[src/rtl/gat_pkg.sv]
// Package: shared types, constants and command codes of the group association table
`default_nettype none
package gat_pkg;

    localparam int GAT_MAX_ENTRIES = 256;
    localparam int GAT_QUEUE_DEPTH = 2;
    localparam int IDX_W = 9;
    localparam int VAL_W = 16;

    localparam logic [1:0] CMD_WRITE   = 2'd0;
    localparam logic [1:0] CMD_FORWARD = 2'd1;
    localparam logic [1:0] CMD_REVERSE = 2'd2;

    typedef enum logic [1:0] {
        OP_IMM   = 2'd0,
        OP_WRITE = 2'd1,
        OP_FWD   = 2'd2,
        OP_REV   = 2'd3
    } t_op_kind;

    typedef struct packed {
        logic [1:0]       cmd;
        logic [IDX_W-1:0] entry_index;
        logic [VAL_W-1:0] transport_addr;
        logic [VAL_W-1:0] object_number;
    } t_in_item;

    typedef struct packed {
        logic             found;
        logic [VAL_W-1:0] mapped_value;
        logic [IDX_W-1:0] resume_index;
    } t_out_item;

    // decoded operation handed from the front to the back
    typedef struct packed {
        t_op_kind         kind;
        t_out_item        res;
        logic [IDX_W-1:0] start;
        logic [IDX_W-1:0] stop;
        logic [VAL_W-1:0] tsap;
        logic [VAL_W-1:0] asap;
    } t_op;

endpackage
`default_nettype wire

[src/rtl/gat_front.sv]
// Front end: classifies an incoming transaction into a decoded table operation
`default_nettype none
module gat_front
    import gat_pkg::*;
#(
    parameter int MAX_ENTRIES = GAT_MAX_ENTRIES
) (
    input  wire t_in_item         i_item,
    input  wire logic [IDX_W-1:0] i_entries,
    output t_op                   o_op
);

    logic [IDX_W-1:0] cnt;
    logic             idx_in_range;

    always_comb begin
        cnt          = (32'(i_entries) > MAX_ENTRIES) ? IDX_W'(MAX_ENTRIES) : i_entries;
        idx_in_range = 32'(i_item.entry_index) < MAX_ENTRIES;

        o_op.kind             = OP_IMM;
        o_op.res.found        = 1'b0;
        o_op.res.mapped_value = '0;
        o_op.res.resume_index = i_item.entry_index;
        o_op.start            = i_item.entry_index;
        o_op.stop             = cnt;
        o_op.tsap             = i_item.transport_addr;
        o_op.asap             = i_item.object_number;

        unique case (i_item.cmd)
            CMD_WRITE: begin
                if (idx_in_range) begin
                    o_op.kind = OP_WRITE;
                end
            end
            CMD_FORWARD: begin
                if (cnt == '0) begin
                    if (i_item.entry_index == '0) begin
                        o_op.res.found        = 1'b1;
                        o_op.res.mapped_value = i_item.transport_addr;
                        o_op.res.resume_index = IDX_W'(1);
                    end
                end else if (i_item.entry_index < cnt) begin
                    o_op.kind = OP_FWD;
                end
            end
            CMD_REVERSE: begin
                if (cnt == '0) begin
                    o_op.res.found        = 1'b1;
                    o_op.res.mapped_value = i_item.object_number;
                end else begin
                    o_op.kind  = OP_REV;
                    o_op.start = '0;
                end
            end
            default: begin
                o_op.kind = OP_IMM;
            end
        endcase
    end

endmodule
`default_nettype wire

[config.mk]
export PLATFORM = sky130hd
export DESIGN_NAME = gat_front
export DESIGN_NICKNAME = d
export VERILOG_FILES = /design/src/rtl/gat_pkg.sv /design/src/rtl/gat_front.sv
export SDC_FILE = /design/constraint.sdc
export NUM_CORES = 1
export LEC_CHECK = 0
export ABC_CLOCK_PERIOD_IN_PS = 2500
export BUFFER_PORTS_ARGS = -buffer_cell sky130_fd_sc_hd__buf_2
export CORE_MARGIN = 1
export CORE_UTILIZATION = 35
export DETAILED_ROUTE_END_ITERATION = 10
export GPL_TIMING_DRIVEN = 0
export PLACE_DENSITY = 0.86
export SLEW_MARGIN = 20
export SYNTH_ARGS = -nofsm -noshare
export SYNTH_HDL_FRONTEND = slang
export SYNTH_SLANG_ARGS = --single-unit
[constraint.sdc]
create_clock -name vclk -period 2.5
set_input_delay 0.125 -clock vclk [all_inputs]
set_output_delay 0.125 -clock vclk [all_outputs]
set_load 0.005 [all_outputs]
==> qor_table.md <==
| Quantity | Reported |
|---|---|
| Total grt overflow | 0 |
| # resized after CTS | 0 |
| Post-route total power | 215.7 uW |
| Worst-path fanout max | 8 |
| Setup repair after global routing missed its margin | no |
| Number of optimization iterations in the first detailed-route pass | 4 |
| Filler cell count | 232 |
| Clock Buffer Count | 0 |
| Count of buffer and inverter cells on the critical path | 3 |
| Antenna-violating nets left | 0 |
| Launching element of the worst setup path | i_entries[8] |
| FF+latch count | 0 |
| Total area of multi-input combinational cells | 614.3 sq um |
| Total of warnings raised by yosys | 0 |
| Post-synthesis sequential area ratio | 0% |
| Most common cell type on the critical path | sky130_fd_sc_hd__buf_2 |
| Highest Clock Rate | 0.4779 GHz |
| Cells after Synth | 130 |
| Register area | 0 sq um |
| Worst hold path startpoint | i_item[17] |
| Max-slew headroom at the worst pin | 60.58% |
| Slew of the pin with the lowest slew margin | 589.1 ps |
| Result of the run | completed |
| Core Region | 2522 sq um |
| Number of slew-limit violations in the final report | 0 |
| Final Hold Fails | 0 |
| Vertical extent of the die | 54.16 um |
| Largest delay share family, worst path | compound AO/OA/AOI/OAI gates |
| Power Density | 131.5 nW/um^2 |
| Final wirelength | 3008 um |
| Pin count of the biggest net entering global routing | 11 |
| Arrival time of the worst setup path | 1970 ps |
| Via count normalized by instance count | 4.538 |
| Quantity of hold-fixing buffers added after cts | 0 |
| IO Count | 130 |
| Placer's final routability congestion estimate | 0.7780 |
| Global-route wire length before repair | 4022 um |
| Post-CTS Setup Bufs | 0 |
| Effective utilization at floorplan | 37.75% |
| Via Count | 1316 |
| Maxcap violations | 0 |
| Most frequent standard cell in the layout excluding fill and tap cells | sky130_fd_sc_hd__buf_2 |
| Die width | 54.16 um |
| Endpoint kind of the worst setup timing path | output pin |
| Share of final-layout standard cells stronger than drive strength 1 | 68.46% |
| WP depth | 9 |
| Synth cell types | 27 |
| Library cell contributing the largest single delay on the critical path | sky130_fd_sc_hd__a2111oi_0 |
| Shortest period the worst path allows | 2093 ps |
| Path class of the lowest-slack min-delay path | input pin to output pin |
| Critical path class | input pin to output pin |
| Pre-CTS setup slack | 411.8 ps |
| Routed length per placed instance | 10.37 um |
| Required @ worst endpoint | 2380 ps |
| Final number of setup-violating endpoints | 0 |
| Period Utilization, post-route | 83.70% |
| Post-route DRC violation count | 0 |
| Iteration-0 DRC Markers | 7 |
| Final-stage net count | 326 |
| End point of the critical path | o_op[77] |
| Syn_nets | 194 |
| Post-Route Setup TNS | 0 ps |
| Hold-critical path depth | 3 |
| Antenna violations before repair | 0 |
| Post-Synthesis Mean Instance Area | 7.324 sq um |
| Peak ir drop on the vdd network | 102.5 uV |
| Ordered cell list for the critical path | buf_2, clkinv_1, nand2_1, ha_1, a21oi_1, a21boi_0, o31a_1, a2111oi_0, buf_2 |
| Minimum setup slack in the final design | 407.4 ps |
| Maximum single-stage delay on the critical path | 390 ps |
| Summed instance area of the synthesized netlist | 952.2 sq um |
| Most used cells in the layout excluding fill and tap cells | 130 x sky130_fd_sc_hd__buf_2, 33 x sky130_fd_sc_hd__buf_4, 12 x sky130_fd_sc_hd__ha_1 |
| Area added between synthesis and finish | 72.27% |
| Total Die Area | 2933 sq um |
| Global-route usage over all layers | 17.87% |
| Via count of the first global-routing pass | 989 |
| Port buffer count | 130 |
| Worst setup SP type | input pin |
| Core utilization of the finished layout | 65.03% |
| HPWL Detailed | 2705 um |
| Cell leakage power | 1.057 nW |
| Number of placement rows | 18 |
| Antenna diodes | 0 |
## report_power, final
part           internal (mW)  leakage (nW)  total, mW  switching, mW
sequential                 0             0          0              0
clock                      0             0          0              0
combinational          0.122          1.06      0.216         0.0934
## cell families (layout without fill, tap and decap cells)
kind of cell             Yosys count  after routing  share of synthesized area, %
adder cells (fa/ha/maj)           12             12                         15.77
AND/OR/NAND/NOR                   36             36                         26.15
AO/OA/AOI/OAI                     27             27                         22.60
buffers and inverters             55            185                         35.48
## through the flow
step                std cells  hold WS, ps  instance area, sq um
finish                    290        514.8                  1640
global route              290        530.4                  1640
CTS                       290        516.3                  1640
detailed placement        290        514.3                  1640
global placement          290        514.1                  1640
floorplan                 130        275.2                 952.2
## final cells by class
| type | instances | share of cell area, % |
|---|---|---|
| timing repair buffer | 130 | 39.66 |
| inverter | 12 | 2.746 |
| tap | 30 | 2.288 |
| multi-input combinational | 75 | 37.45 |
| buffer | 43 | 17.85 |
## worst min-delay path, delay by kind of cell
family / cells / cell delay (ps)
buf+inv: 3 / 270
## worst min-delay path by stage
stage               slack [ps]        to
floorplan                  280  o_op[32]
global placement           510  o_op[29]
detailed placement         510  o_op[15]
CTS                        520   o_op[3]
global route               530  o_op[16]
finish                     510  o_op[17]
## routing by layer
metal,track usage [%],vias up,share of wire (%)
li1,-,676,-
met1,20.75,566,38
met2,37.20,74,52
met3,0.2825,0,9.2
met4,0,0,0
met5,0,-,0
## synthesized netlist by cell type, drive strengths merged
library cell / number / area, sq um
a2111oi: 1 / 8.760
ha: 12 / 150.1
clkbuf: 9 / 33.78
nor3: 1 / 10.01
inv: 11 / 41.29
a22o: 16 / 147.6
nand3: 2 / 10.01
nor4: 3 / 33.78
nand4: 3 / 33.78
nand2: 7 / 26.28
nor2b: 11 / 71.32
clkinv: 1 / 3.750
nand4b: 1 / 15.01
buf: 34 / 259.0
o31a: 1 / 8.760
a211oi: 1 / 7.510
a21oi: 4 / 20.02
and3: 1 / 7.510
nor2: 7 / 41.29
o21ai: 3 / 15.01
a21boi: 1 / 7.510
Note: power is estimated with default switching activity, not from simulation.
