`src/rtl/gat_pkg.sv`:
```
// Package: shared types, constants and command codes of the group association table
`default_nettype none
package gat_pkg;

    localparam int GAT_MAX_ENTRIES = 256;
    localparam int GAT_QUEUE_DEPTH = 2;
    localparam int IDX_W = 9;
    localparam int VAL_W = 16;

    localparam logic [1:0] CMD_WRITE   = 2'd0;
    localparam logic [1:0] CMD_FORWARD = 2'd1;
    localparam logic [1:0] CMD_REVERSE = 2'd2;

    typedef enum logic [1:0] {
        OP_IMM   = 2'd0,
        OP_WRITE = 2'd1,
        OP_FWD   = 2'd2,
        OP_REV   = 2'd3
    } t_op_kind;

    typedef struct packed {
        logic [1:0]       cmd;
        logic [IDX_W-1:0] entry_index;
        logic [VAL_W-1:0] transport_addr;
        logic [VAL_W-1:0] object_number;
    } t_in_item;

    typedef struct packed {
        logic             found;
        logic [VAL_W-1:0] mapped_value;
        logic [IDX_W-1:0] resume_index;
    } t_out_item;

    // decoded operation handed from the front to the back
    typedef struct packed {
        t_op_kind         kind;
        t_out_item        res;
        logic [IDX_W-1:0] start;
        logic [IDX_W-1:0] stop;
        logic [VAL_W-1:0] tsap;
        logic [VAL_W-1:0] asap;
    } t_op;

endpackage
`default_nettype wire

```
`src/rtl/gat_queue.sv`:
```
// Short queue of decoded operations between the front and the back
`default_nettype none
module gat_queue
    import gat_pkg::*;
#(
    parameter int DEPTH = GAT_QUEUE_DEPTH
) (
    input  wire logic i_clk,
    input  wire logic i_rst_n,
    input  wire logic i_push,
    input  wire t_op  i_op,
    output logic      o_full,
    output logic      o_valid,
    output t_op       o_op,
    input  wire logic i_pop
);

    localparam int PW = (DEPTH > 1) ? $clog2(DEPTH) : 1;
    localparam int CW = $clog2(DEPTH + 1);

    t_op            r_buf [DEPTH];
    logic [PW-1:0]  r_wr;
    logic [PW-1:0]  r_rd;
    logic [CW-1:0]  r_cnt;
    logic [PW-1:0]  n_wr;
    logic [PW-1:0]  n_rd;
    logic [CW-1:0]  n_cnt;
    logic           do_push;
    logic           do_pop;

    assign o_full  = r_cnt == CW'(DEPTH);
    assign o_valid = r_cnt != '0;
    assign o_op    = r_buf[r_rd];
    assign do_push = i_push && !o_full;
    assign do_pop  = i_pop && o_valid;

    always_comb begin
        n_wr  = r_wr;
        n_rd  = r_rd;
        n_cnt = r_cnt;
        if (do_push) begin
            n_wr = (r_wr == PW'(DEPTH - 1)) ? '0 : r_wr + PW'(1);
        end
        if (do_pop) begin
            n_rd = (r_rd == PW'(DEPTH - 1)) ? '0 : r_rd + PW'(1);
        end
        if (do_push && !do_pop) begin
            n_cnt = r_cnt + CW'(1);
        end else if (do_pop && !do_push) begin
            n_cnt = r_cnt - CW'(1);
        end
    end

    always_ff @(posedge i_clk) begin
        if (!i_rst_n) begin
            r_wr  <= '0;
            r_rd  <= '0;
            r_cnt <= '0;
        end else begin
            r_wr  <= n_wr;
            r_rd  <= n_rd;
            r_cnt <= n_cnt;
        end
    end

    always_ff @(posedge i_clk) begin
        if (do_push) begin
            r_buf[r_wr] <= i_op;
        end
    end

endmodule
`default_nettype wire

```
`config.mk`:
```
export PLATFORM = sky130hd
export DESIGN_NAME = gat_queue
export DESIGN_NICKNAME = d
export VERILOG_FILES = /design/src/rtl/gat_pkg.sv /design/src/rtl/gat_queue.sv
export SDC_FILE = /design/constraint.sdc
export NUM_CORES = 1
export LEC_CHECK = 0
export BUFFER_PORTS_ARGS = -buffer_cell sky130_fd_sc_hd__clkbuf_2
export CORE_MARGIN = 8
export CORE_UTILIZATION = 37
export DETAILED_ROUTE_END_ITERATION = 10
export HOLD_SLACK_MARGIN = 0.12
export PLACE_DENSITY_LB_ADDON = 0.15
export SETUP_SLACK_MARGIN = 0.4
export SLEW_MARGIN = 20
export SYNTH_ARGS = -nofsm -noshare
export SYNTH_HDL_FRONTEND = slang
export SYNTH_SLANG_ARGS = --single-unit
```
`constraint.sdc`:
```
create_clock -name i_clk -period 5.1 [get_ports i_clk]
set_clock_uncertainty 0.1 [all_clocks]
set_input_delay 1.275 -clock i_clk [delete_from_list [all_inputs] [get_ports i_clk]]
set_output_delay 1.275 -clock i_clk [all_outputs]
set_load 0.05 [all_outputs]
```
==> results of run 1 <==
==> tightest hold or removal path: stages, from the launching register on <==
cell	delay [ps]
dfxtp_1	340
o21ai_0	80
a21boi_1	60
==> power breakdown <==
part | internal (uW) | leakage, uW | total [uW] | switching, uW
clock network | 664 | 0.000241 | 1130 | 467
registers | 1660 | 0.00150 | 1760 | 92.2
logic | 443 | 0.00112 | 1530 | 1080
==> metal layers <==
metal,part of all wire,global-route usage,vias up
li1,-,-,1415
met1,0.41,0.127,1465
met2,0.46,0.182,114
met3,0.11,0.0604,15
met4,0.017,0.0554,0
met5,0,0,-
==> cell families after synthesis <==
logic type | synth area share
buffers and inverters | 0.0130
adder cells (fa/ha/maj) | 0.00210
AND/OR/NAND/NOR | 0.00968
XOR/XNOR | 0.00442
AO/OA/AOI/OAI | 0.00547
multiplexers | 0.160
flip-flops | 0.805
==> worst min path at each step <==
stage | start | endpoint | slack, ps | cells after the start
finish | r_cnt[1] | r_cnt[1] | 420 | 2
global route | r_cnt[1] | r_cnt[1] | 470 | 2
CTS | r_cnt[1] | r_cnt[1] | 430 | 2
detailed placement | r_cnt[1] | r_cnt[1] | 420 | 2
global placement | r_cnt[1] | r_cnt[1] | 400 | 2
floorplan | r_cnt[1] | r_cnt[1] | 380 | 2
==> state kept, by name, indices dropped and copies added (netlist names), named ones only <==
name	count
r_buf	156
r_cnt	2
r_rd	1
r_wr	1
==> cell usage in the layout (no fill, tap or decap), types with 2 or more instances in the layout <==
| master | count |
|---|---|
| mux2_4 | 20 |
| buf_4 | 4 |
| clkinvlp_4 | 5 |
| clkbuf_16 | 17 |
| clkbuf_2 | 161 |
| dfxtp_1 | 4 |
| mux2_2 | 58 |
| clkinv_1 | 2 |
| xnor2_1 | 2 |
| clkbuf_1 | 4 |
| and2_1 | 3 |
| edfxtp_1 | 156 |
==> per-stage QoR <==
step,setup slack (ps),instance area [sq um]
2_1_floorplan,1330,5950
3_3_place_gp,1890,7000
3_5_place_dp,1890,7020
4_1_cts,1430,7550
5_1_grt,1360,7550
6_report,1500,7550
==> area by class of cell <==
| cell class | count | area, sq um |
|---|---|---|
| clock buffers | 21 | 440 |
| well taps | 216 | 270 |
| repair buffers | 166 | 863 |
| inverters | 2 | 7.51 |
| clock inverters | 10 | 88.8 |
| flip-flops and latches | 161 | 4790 |
| fillers | 1417 | 8220 |
| multi-input cells | 96 | 1090 |
==> impl_metrics.py, run 1 <==
metrics = {
    "floorplanning": {
        "die_w_um": 143,
        "start_util": 0.377,
        "io_pins": 162,
        "core-area_sq_um": 15800,
        "die_h_um": 143,
        "rows": 46,
        "die-area_sq_um": 20400,
    },
    "power": {
        "max-vdd-ir-drop_uv": 254,
        "finalPower_uw": 4410,
        "leakage_uw": 0.00286,
        "power_density_nw_per_um2": 584,
    },
    "route": {
        "vias": 3009,
        "first_pass_iters": 4,
        "drc": 0,
        "ant_nets": 0,
        "routedWlPerCell_um": 17.0,
        "drtIter0Drc": 126,
        "vias_per_cell": 4.48,
        "drt_wl_total_um": 11400,
    },
    "sta": {
        "rsz0062_at_grt": "false",
        "finalCriticalPeriod_ps": 3600,
        "maxSlewHeadroom": 0.565,
        "slew_violations": 0,
        "holdWs_ps": 423,
        "final.setup.tns_ps": 0,
        "fin_crit_sh": 0.705,
        "setup_viol": 0,
        "clock.fmax_mhz": 278,
        "hold_violations": 0,
        "worstMarginPinSlew_ps": 652,
    },
    "synthesis": {
        "synth-seq-area-share": 0.805,
        "yosys_warnings": 0,
        "ys_ff_latch": 161,
        "syn_inst": 268,
        "yosys.cell_count.top_type": "edfxtp_1",
        "synth_edf_count": 156,
        "syn_avg_cell_area_sq_um": 22.2,
        "synth_area_leaders": "edfxtp_1, mux2_2, mux2_4",
        "yosysUniqueCellTypes": 23,
        "synthFlopType": "edfxtp_1",
        "synth_commonest_cells": "edfxtp_1, mux2_2, mux2_4, buf_2, dfxtp_1",
        "synth_top_area_frac": 0.788,
        "syn-num-nets": 351,
        "async_flop_share": 0,
        "yosysTopAreaCell": "edfxtp_1",
        "netlist_area_sq_um": 5940,
    },
    "final_layout": {
        "nets": 527,
        "areaGrowthSynthToFinish_pct": 27.0,
        "final_layout_size_suffix_gt1_frac": 0.601,
        "diodes": 0,
        "final_util": 0.479,
        "stdcell_count": 672,
    },
    "setup_path": {
        "path_depth": 3,
        "slowest_delay_ps": 750,
        "rrSetupSlack_ps": 3170,
        "worstPathMaxFanout": 40,
        "cp_top_family": "flip-flops",
        "cp.buffers_inverters": 2,
        "crit_end": "o_op[22]",
        "path_cells": "buf_4 -> mux2_2 -> clkbuf_2",
        "end_kind": "output port",
        "cp-start-kind": "flip-flop",
        "worstPathArrival_ps": 2220,
        "worst-r2r-cell-count": 3,
        "reg2reg_to": "r_buf[1][27]",
        "cp.required_ps": 3720,
        "crit_type": "reg2out",
        "slowest_stage": "dfxtp_4",
        "crit-reg2reg-launch": "r_cnt[0]",
    },
    "grt": {
        "grt_overflow_total": 0,
        "grt_start_max_net_pins": 48,
        "antenna_found_initial": 0,
        "grt_pass1_wl_um": 17300,
        "grt.total_usage": 0.116,
        "first_global_vias": 3318,
    },
    "clock_tree": {
        "hold_buffers": 0,
        "cts_resized": 0,
        "cts.sinks": 161,
        "postCtsSetupBuffers": 0,
        "cts-root-buf": "clkbuf_16",
        "clock_latency_ps": 410,
        "cts_made_buffers": 17,
        "htree_levels": 4,
        "clockBufferDepth": 2,
        "cts_tree": "built",
        "path_clk_slew_ps": 60,
    },
    "placement": {
        "dp_hpwl_um": 7760,
        "io_buffers": 161,
        "gp_congestion": 0.700,
        "dp.cells": 641,
    },
    "min_path": {
        "worstHoldPathType": "reg2reg",
    },
    "run_status": {
        "outcome": "complete, no violations",
    },
    "job": {
        "cap_violations": 0,
    },
}
(Power assumes the default switching activity.)
==> inputs of run 2 (changes only) <==
--- a/config.mk
+++ b/config.mk
@@ -5,6 +5,7 @@
 export SDC_FILE = /design/constraint.sdc
 export NUM_CORES = 1
 export LEC_CHECK = 0
+export ABC_AREA = 1
 export BUFFER_PORTS_ARGS = -buffer_cell sky130_fd_sc_hd__clkbuf_2
 export CORE_MARGIN = 8
 export CORE_UTILIZATION = 37
==> constraint.sdc (replaced) <==
create_clock -name i_clk -period 3.3 [get_ports i_clk]
set_clock_uncertainty 0.1 [all_clocks]
set_input_delay 0.825 -clock i_clk [delete_from_list [all_inputs] [get_ports i_clk]]
set_output_delay 0.825 -clock i_clk [all_outputs]
set_load 0.05 [all_outputs]
==> run 2 against run 1 <==
  * Area after synthesis barely moved
  * Hold slack got worse by 22 ps
  * Count of clock-buffer cells in the layout is 3 lower
  * Non-clock buffer count increased by 1
  * Critical path depth did not move
  * Sequential share of layout area down 0.26 points
  * Core utilization about the same
==> impl_metrics.py, run 2 <==
metrics = {
    "sta": {
        "fin_crit_sh": 0.832,
        "rsz0062_at_grt": "false",
        "maxSlewHeadroom": 0.488,
        "final.setup.tns_ps": 0,
        "clock.fmax_mhz": 364,
        "finalCriticalPeriod_ps": 2750,
        "slew_violations": 0,
        "setup_viol": 0,
        "worstMarginPinSlew_ps": 760,
        "hold_violations": 0,
    },
    "placement": {
        "dp_hpwl_um": 7860,
        "io_buffers": 161,
        "gp_congestion": 0.674,
    },
    "synthesis": {
        "synthFlopType": "edfxtp_1",
        "yosys.cell_count.top_type": "edfxtp_1",
        "yosysUniqueCellTypes": 15,
        "syn-num-nets": 363,
        "synth_top_area_frac": 0.787,
        "syn_avg_cell_area_sq_um": 21.2,
        "yosysTopAreaCell": "edfxtp_1",
        "netlist_area_sq_um": 5950,
        "yosys_warnings": 0,
        "synth_edf_count": 156,
        "synth_commonest_cells": "edfxtp_1, mux2_2, mux2_4, nor2_1, inv_1",
        "synth-seq-area-share": 0.804,
        "synth_area_leaders": "edfxtp_1, mux2_2, mux2_4",
        "ys_ff_latch": 161,
        "async_flop_share": 0,
        "syn_inst": 280,
    },
    "floorplanning": {
        "die-area_sq_um": 20400,
        "io_pins": 162,
        "die_h_um": 143,
        "core-area_sq_um": 15800,
        "die_w_um": 143,
        "start_util": 0.376,
        "rows": 46,
    },
    "final_layout": {
        "top_register": "r_buf",
        "final_common_cell": "clkbuf_2",
        "final_layout_size_suffix_gt1_frac": 0.585,
        "top_regs": "r_buf (156), r_cnt (2)",
        "num-fill-cells": 1363,
        "largest_reg_flops": 156,
        "nets": 540,
        "diodes": 0,
        "layout_common_cells": "clkbuf_2, edfxtp_1, mux2_2",
        "areaGrowthSynthToFinish_pct": 27.5,
    },
    "route": {
        "vias": 3059,
        "drc": 0,
        "drtIter0Drc": 107,
        "routedWlPerCell_um": 16.8,
        "first_pass_iters": 4,
        "ant_nets": 0,
        "vias_per_cell": 4.46,
        "drt_wl_total_um": 11600,
    },
    "grt": {
        "grt_use_met2": 0.186,
        "antenna_found_initial": 0,
        "grt_start_max_net_pins": 47,
        "grt_pass1_wl_um": 17600,
        "first_global_vias": 3395,
        "gr-usage-met3": 0.0514,
        "met1_usage": 0.132,
        "busiest_layer": "met2",
        "grt_overflow_total": 0,
        "grt.total_usage": 0.117,
    },
    "min_path": {
        "worstHoldPathType": "reg2reg",
    },
    "setup_path": {
        "end_kind": "output port",
        "slowest_delay_ps": 400,
        "cp-start-kind": "flip-flop",
        "worstPathArrival_ps": 1820,
        "cp_top_family": "buffers and inverters",
        "cp.buffers_inverters": 2,
        "slowest_stage": "buf_4",
        "worstPathMaxFanout": 32,
        "path_cells": "buf_4 -> mux2_2 -> clkbuf_2",
        "crit_type": "reg2out",
        "cp.required_ps": 2370,
    },
    "power": {
        "p_comb_frac": 0.328,
        "clkPwrFrac": 0.273,
        "p_seq_frac": 0.400,
        "leakage_uw": 0.00291,
        "switchingPower_uw": 2380,
        "max-vdd-ir-drop_uv": 474,
        "power.internal_uw": 4270,
        "power_density_nw_per_um2": 877,
        "swShare": 0.358,
        "finalPower_uw": 6650,
    },
    "clock_tree": {
        "clockBufferDepth": 2,
        "cts-root-buf": "clkbuf_16",
        "path_clk_slew_ps": 60,
        "hold_buffers": 0,
        "cts_tree": "built",
        "postCtsSetupBuffers": 0,
        "cts_made_buffers": 17,
        "cts.sinks": 161,
        "htree_levels": 4,
        "cts_resized": 0,
        "clock_latency_ps": 410,
    },
    "job": {
        "cap_violations": 0,
    },
    "run_status": {
        "outcome": "complete, no violations",
    },
}
run 2: changes by cell type after synthesis, moves of 2 or more:
cell     change
and2_1       -3
nor2_1       +8
nand2_1      +7
inv_1        +7
o21ai_0      +2
xnor2_1      -2
run 2: through the flow:
step | utilization | worst slack, ps | hold slack [ps] | area [sq um] | std cells
floorplan | - | -280 | 367 | 5950 | 280
global placement | 0.444 | 952 | 381 | 7030 | 654
detailed placement | 0.444 | 906 | 392 | 7030 | 654
CTS | 0.479 | 501 | 407 | 7580 | 686
global route | 0.479 | 458 | 448 | 7580 | 686
finish | 0.479 | 554 | 401 | 7580 | 686
run 2: worst min-delay path, delay by kind of cell, from the launching register on:
kind / cells / cell delay [ps]
flip-flops: 1 / 330
AND/OR/NAND/NOR: 2 / 140
run 2: kinds of logic (layout without fill, tap and decap cells):
family | count (synthesis) | count (layout) | synth area share
flip-flops | 161 | 161 | 0.804
multiplexers | 78 | 78 | 0.160
AND/OR/NAND/NOR | 18 | 18 | 0.0120
buffers and inverters | 17 | 207 | 0.0168
AO/OA/AOI/OAI | 5 | 5 | 0.00463
adder cells (fa/ha/maj) | 1 | 1 | 0.00210
run 2: final timing paths:
path | from | to | slack (ps) | cells after the start
worst max-delay path | flip-flop | o_op[8] | 550 | 3
worst min-delay path | r_rd | r_rd | 400 | 2
worst max register to register | r_cnt[1] | r_cnt[1] | 1230 | 9
worst min register to register | r_rd | r_rd | 400 | 2
run 2: layout make-up:
type                    count  area, sq um  share of cell area
flip-flops and latches    161         4790               0.631
multi-input cells         102         1080               0.142
repair buffers            167          863               0.114
clock buffers              18          429              0.0566
well taps                 216          270              0.0356
clock inverters            14          123              0.0162
inverters                   8         30.0             0.00396
run 2: power groups by stage:
stage	Sequential [uW]	Clock (uW)	Combinational, uW
final	2660	1810	2180
after global placement	2690	0	2210
after global routing	2680	1960	2300
after CTS	2660	1870	2230
after floorplan	2690	0	1740
after detailed placement	2700	0	2220
run 2: metal layers:
layer,share of wire,vias to the layer above,wire length [um]
li1,-,1439,-
met1,0.42,1496,4880
met2,0.48,111,5530
met3,0.085,13,979
met4,0.015,0,172
met5,0,-,0
==> inputs of run 3 (changes only) <==
--- a/config.mk
+++ b/config.mk
@@ -5,7 +5,7 @@
 export SDC_FILE = /design/constraint.sdc
 export NUM_CORES = 1
 export LEC_CHECK = 0
-export ABC_AREA = 1
+export ABC_AREA = 0
 export BUFFER_PORTS_ARGS = -buffer_cell sky130_fd_sc_hd__clkbuf_2
 export CORE_MARGIN = 8
 export CORE_UTILIZATION = 37
==> constraint.sdc (replaced) <==
create_clock -name i_clk -period 2.6 [get_ports i_clk]
set_clock_uncertainty 0.1 [all_clocks]
set_input_delay 0.65 -clock i_clk [delete_from_list [all_inputs] [get_ports i_clk]]
set_output_delay 0.65 -clock i_clk [all_outputs]
set_load 0.05 [all_outputs]
==> run 3 against run 2 <==
  * Sequential power up 27%
  * Register-to-register slack worse by 360 ps
  * Power up 49%
  * Flip-flop and latch count unchanged
  * Clock power up 35%
  * Core utilization up 5.7 points
  * Die area about the same
  * Count of clock-buffer cells in the layout up 4
  * Hold slack worse by 77 ps
  * Final cell count unchanged
  * Worst setup slack worse by 350 ps
  * Highest routed layer unchanged
==> impl_metrics.py, run 3 (synthesized netlist as in run 1, its figures left out) <==
metrics = {
    "run_status": {
        "outcome": "complete, no violations",
    },
    "placement": {
        "dp_slack_ps": 461,
        "placed_area_sq_um": 7120,
        "gp_congestion": 0.697,
        "io_buffers": 161,
        "dp_hpwl_um": 7900,
    },
    "clock_tree": {
        "path_clk_slew_ps": 60,
        "clock_latency_ps": 410,
        "cts_tree": "built",
        "cts-root-buf": "clkbuf_16",
        "cts.sinks": 161,
        "htree_levels": 4,
        "cts_made_buffers": 17,
        "clockBufferDepth": 2,
    },
    "sta": {
        "maxSlewHeadroom": 0.758,
        "slew_violations": 0,
        "fin_ws_ps": 201,
        "setup_viol": 0,
        "clock.fmax_mhz": 417,
        "rsz0062_at_grt": "true",
        "fin_crit_sh": 0.923,
        "hold_violations": 0,
        "worstMarginPinSlew_ps": 363,
        "finalCriticalPeriod_ps": 2400,
    },
    "setup_path": {
        "worstPathArrival_ps": 1650,
        "crit-reg2reg-launch": "r_cnt[0]",
        "worstPathMaxFanout": 5,
        "crit_type": "reg2out",
        "cp-start-kind": "flip-flop",
        "end_kind": "output port",
        "cp.required_ps": 1850,
    },
    "final_layout": {
        "diodes": 0,
        "largest_reg_flops": 156,
        "design_area_sq_um": 8460,
        "final_common_cell": "edfxtp_1",
        "final_layout_size_suffix_gt1_frac": 0.615,
        "nets": 540,
        "layout_common_cells": "edfxtp_1, clkbuf_2, clkbuf_4",
        "areaGrowthSynthToFinish_pct": 42.3,
        "top_register": "r_buf",
        "top_regs": "r_buf (156), r_cnt (2)",
    },
    "min_path": {
        "holdCritStartpoint": "i_op[12]",
        "worstHoldPathType": "in2reg",
    },
    "power": {
        "p_seq_frac": 0.342,
        "leakage_uw": 0.00323,
        "switchingPower_uw": 3420,
        "clkPwrFrac": 0.247,
        "power.internal_uw": 6460,
        "p_comb_frac": 0.411,
        "swShare": 0.347,
        "finalPower_uw": 9880,
        "power_density_nw_per_um2": 1170,
        "max-vdd-ir-drop_uv": 572,
    },
    "grt": {
        "grt.total_usage": 0.123,
        "grt_overflow_total": 0,
        "grt_pass1_wl_um": 18500,
        "grt_start_max_net_pins": 41,
        "antenna_found_initial": 0,
        "first_global_vias": 3487,
    },
    "floorplanning": {
        "core-area_sq_um": 15800,
        "io_pins": 162,
        "die_h_um": 143,
        "rows": 46,
        "die-area_sq_um": 20400,
        "die_w_um": 143,
        "start_util": 0.377,
    },
    "job": {
        "cap_violations": 0,
    },
    "route": {
        "first_pass_iters": 4,
        "vias_per_cell": 4.50,
        "drc": 0,
        "ant_nets": 0,
        "vias": 3087,
        "drt_wl_total_um": 12300,
        "routedWlPerCell_um": 18.0,
        "drtIter0Drc": 138,
    },
}
run 3: cell types whose count changed in the layout (fill, tap and decap cells not counted), sizes merged, moves of 3 or more:
| cell | before | now |
|---|---|---|
| clkbuf | 179 | 153 |
| inv | 8 | 3 |
| nor2 | 9 | 1 |
| nand2 | 7 | 0 |
| and2 | 0 | 3 |
| buf | 6 | 48 |
| clkinv | 9 | 3 |
run 3: what timing repair did:
item / CTS / global route
gates resized for setup: 125 / 49
endpoints found under the setup margin: 78 / 79
hold buffers: 0 / 0
setup buffers: 8 / 0
cloned: 2 / 1
run 3: worst paths after layout:
| path | slack, ps | cells past startpoint | endpoint |
|---|---|---|---|
| worst min-delay path | 320 | 1 | r_buf[0][12] |
| worst min register to register | 430 | 2 | r_cnt[1] |
| worst max-delay path | 200 | 5 | o_op[57] |
| worst max register to register | 870 | 6 | r_cnt[1] |
run 3: layout make-up:
class | instances | area, sq um
well taps | 216 | 270
clock buffers | 22 | 444
multi-input cells | 96 | 1160
flip-flops and latches | 161 | 4790
inverters | 2 | 20.0
fillers | 1284 | 7310
repair buffers | 179 | 1630
clock inverters | 10 | 135
run 3: layer usage:
layer / part of all wire / GRT usage / wire length, um
met5: 0 / 0 / 0
met1: 0.41 / 0.140 / 5090
met4: 0.012 / 0.0554 / 143
met3: 0.081 / 0.0471 / 993
met2: 0.49 / 0.200 / 6090
run 3: critical path, cell delays in order, from the launching register on:
cell and delay [ps]:
dfxtp_4 390, buf_12 150, buf_6 110, buf_6 100, mux2_4 300, clkbuf_16 170
run 3: metrics by stage:
stage	util	hold slack (ps)	std cells	setup TNS, ps
after CTS	0.528	299	685	0
after global routing	0.536	298	686	0
after global placement	0.451	396	643	0
after floorplan	-	379	268	-40230
after detailed placement	0.451	415	643	0
final	0.536	324	686	0
run 3: power by group through the flow:
stage	Clock [uW]	Combinational, uW	Sequential, uW
after floorplan	0	2510	3390
after global placement	0	3190	3430
after detailed placement	0	3200	3450
after CTS	2510	3900	3370
after global routing	2620	4250	3410
final	2440	4060	3370
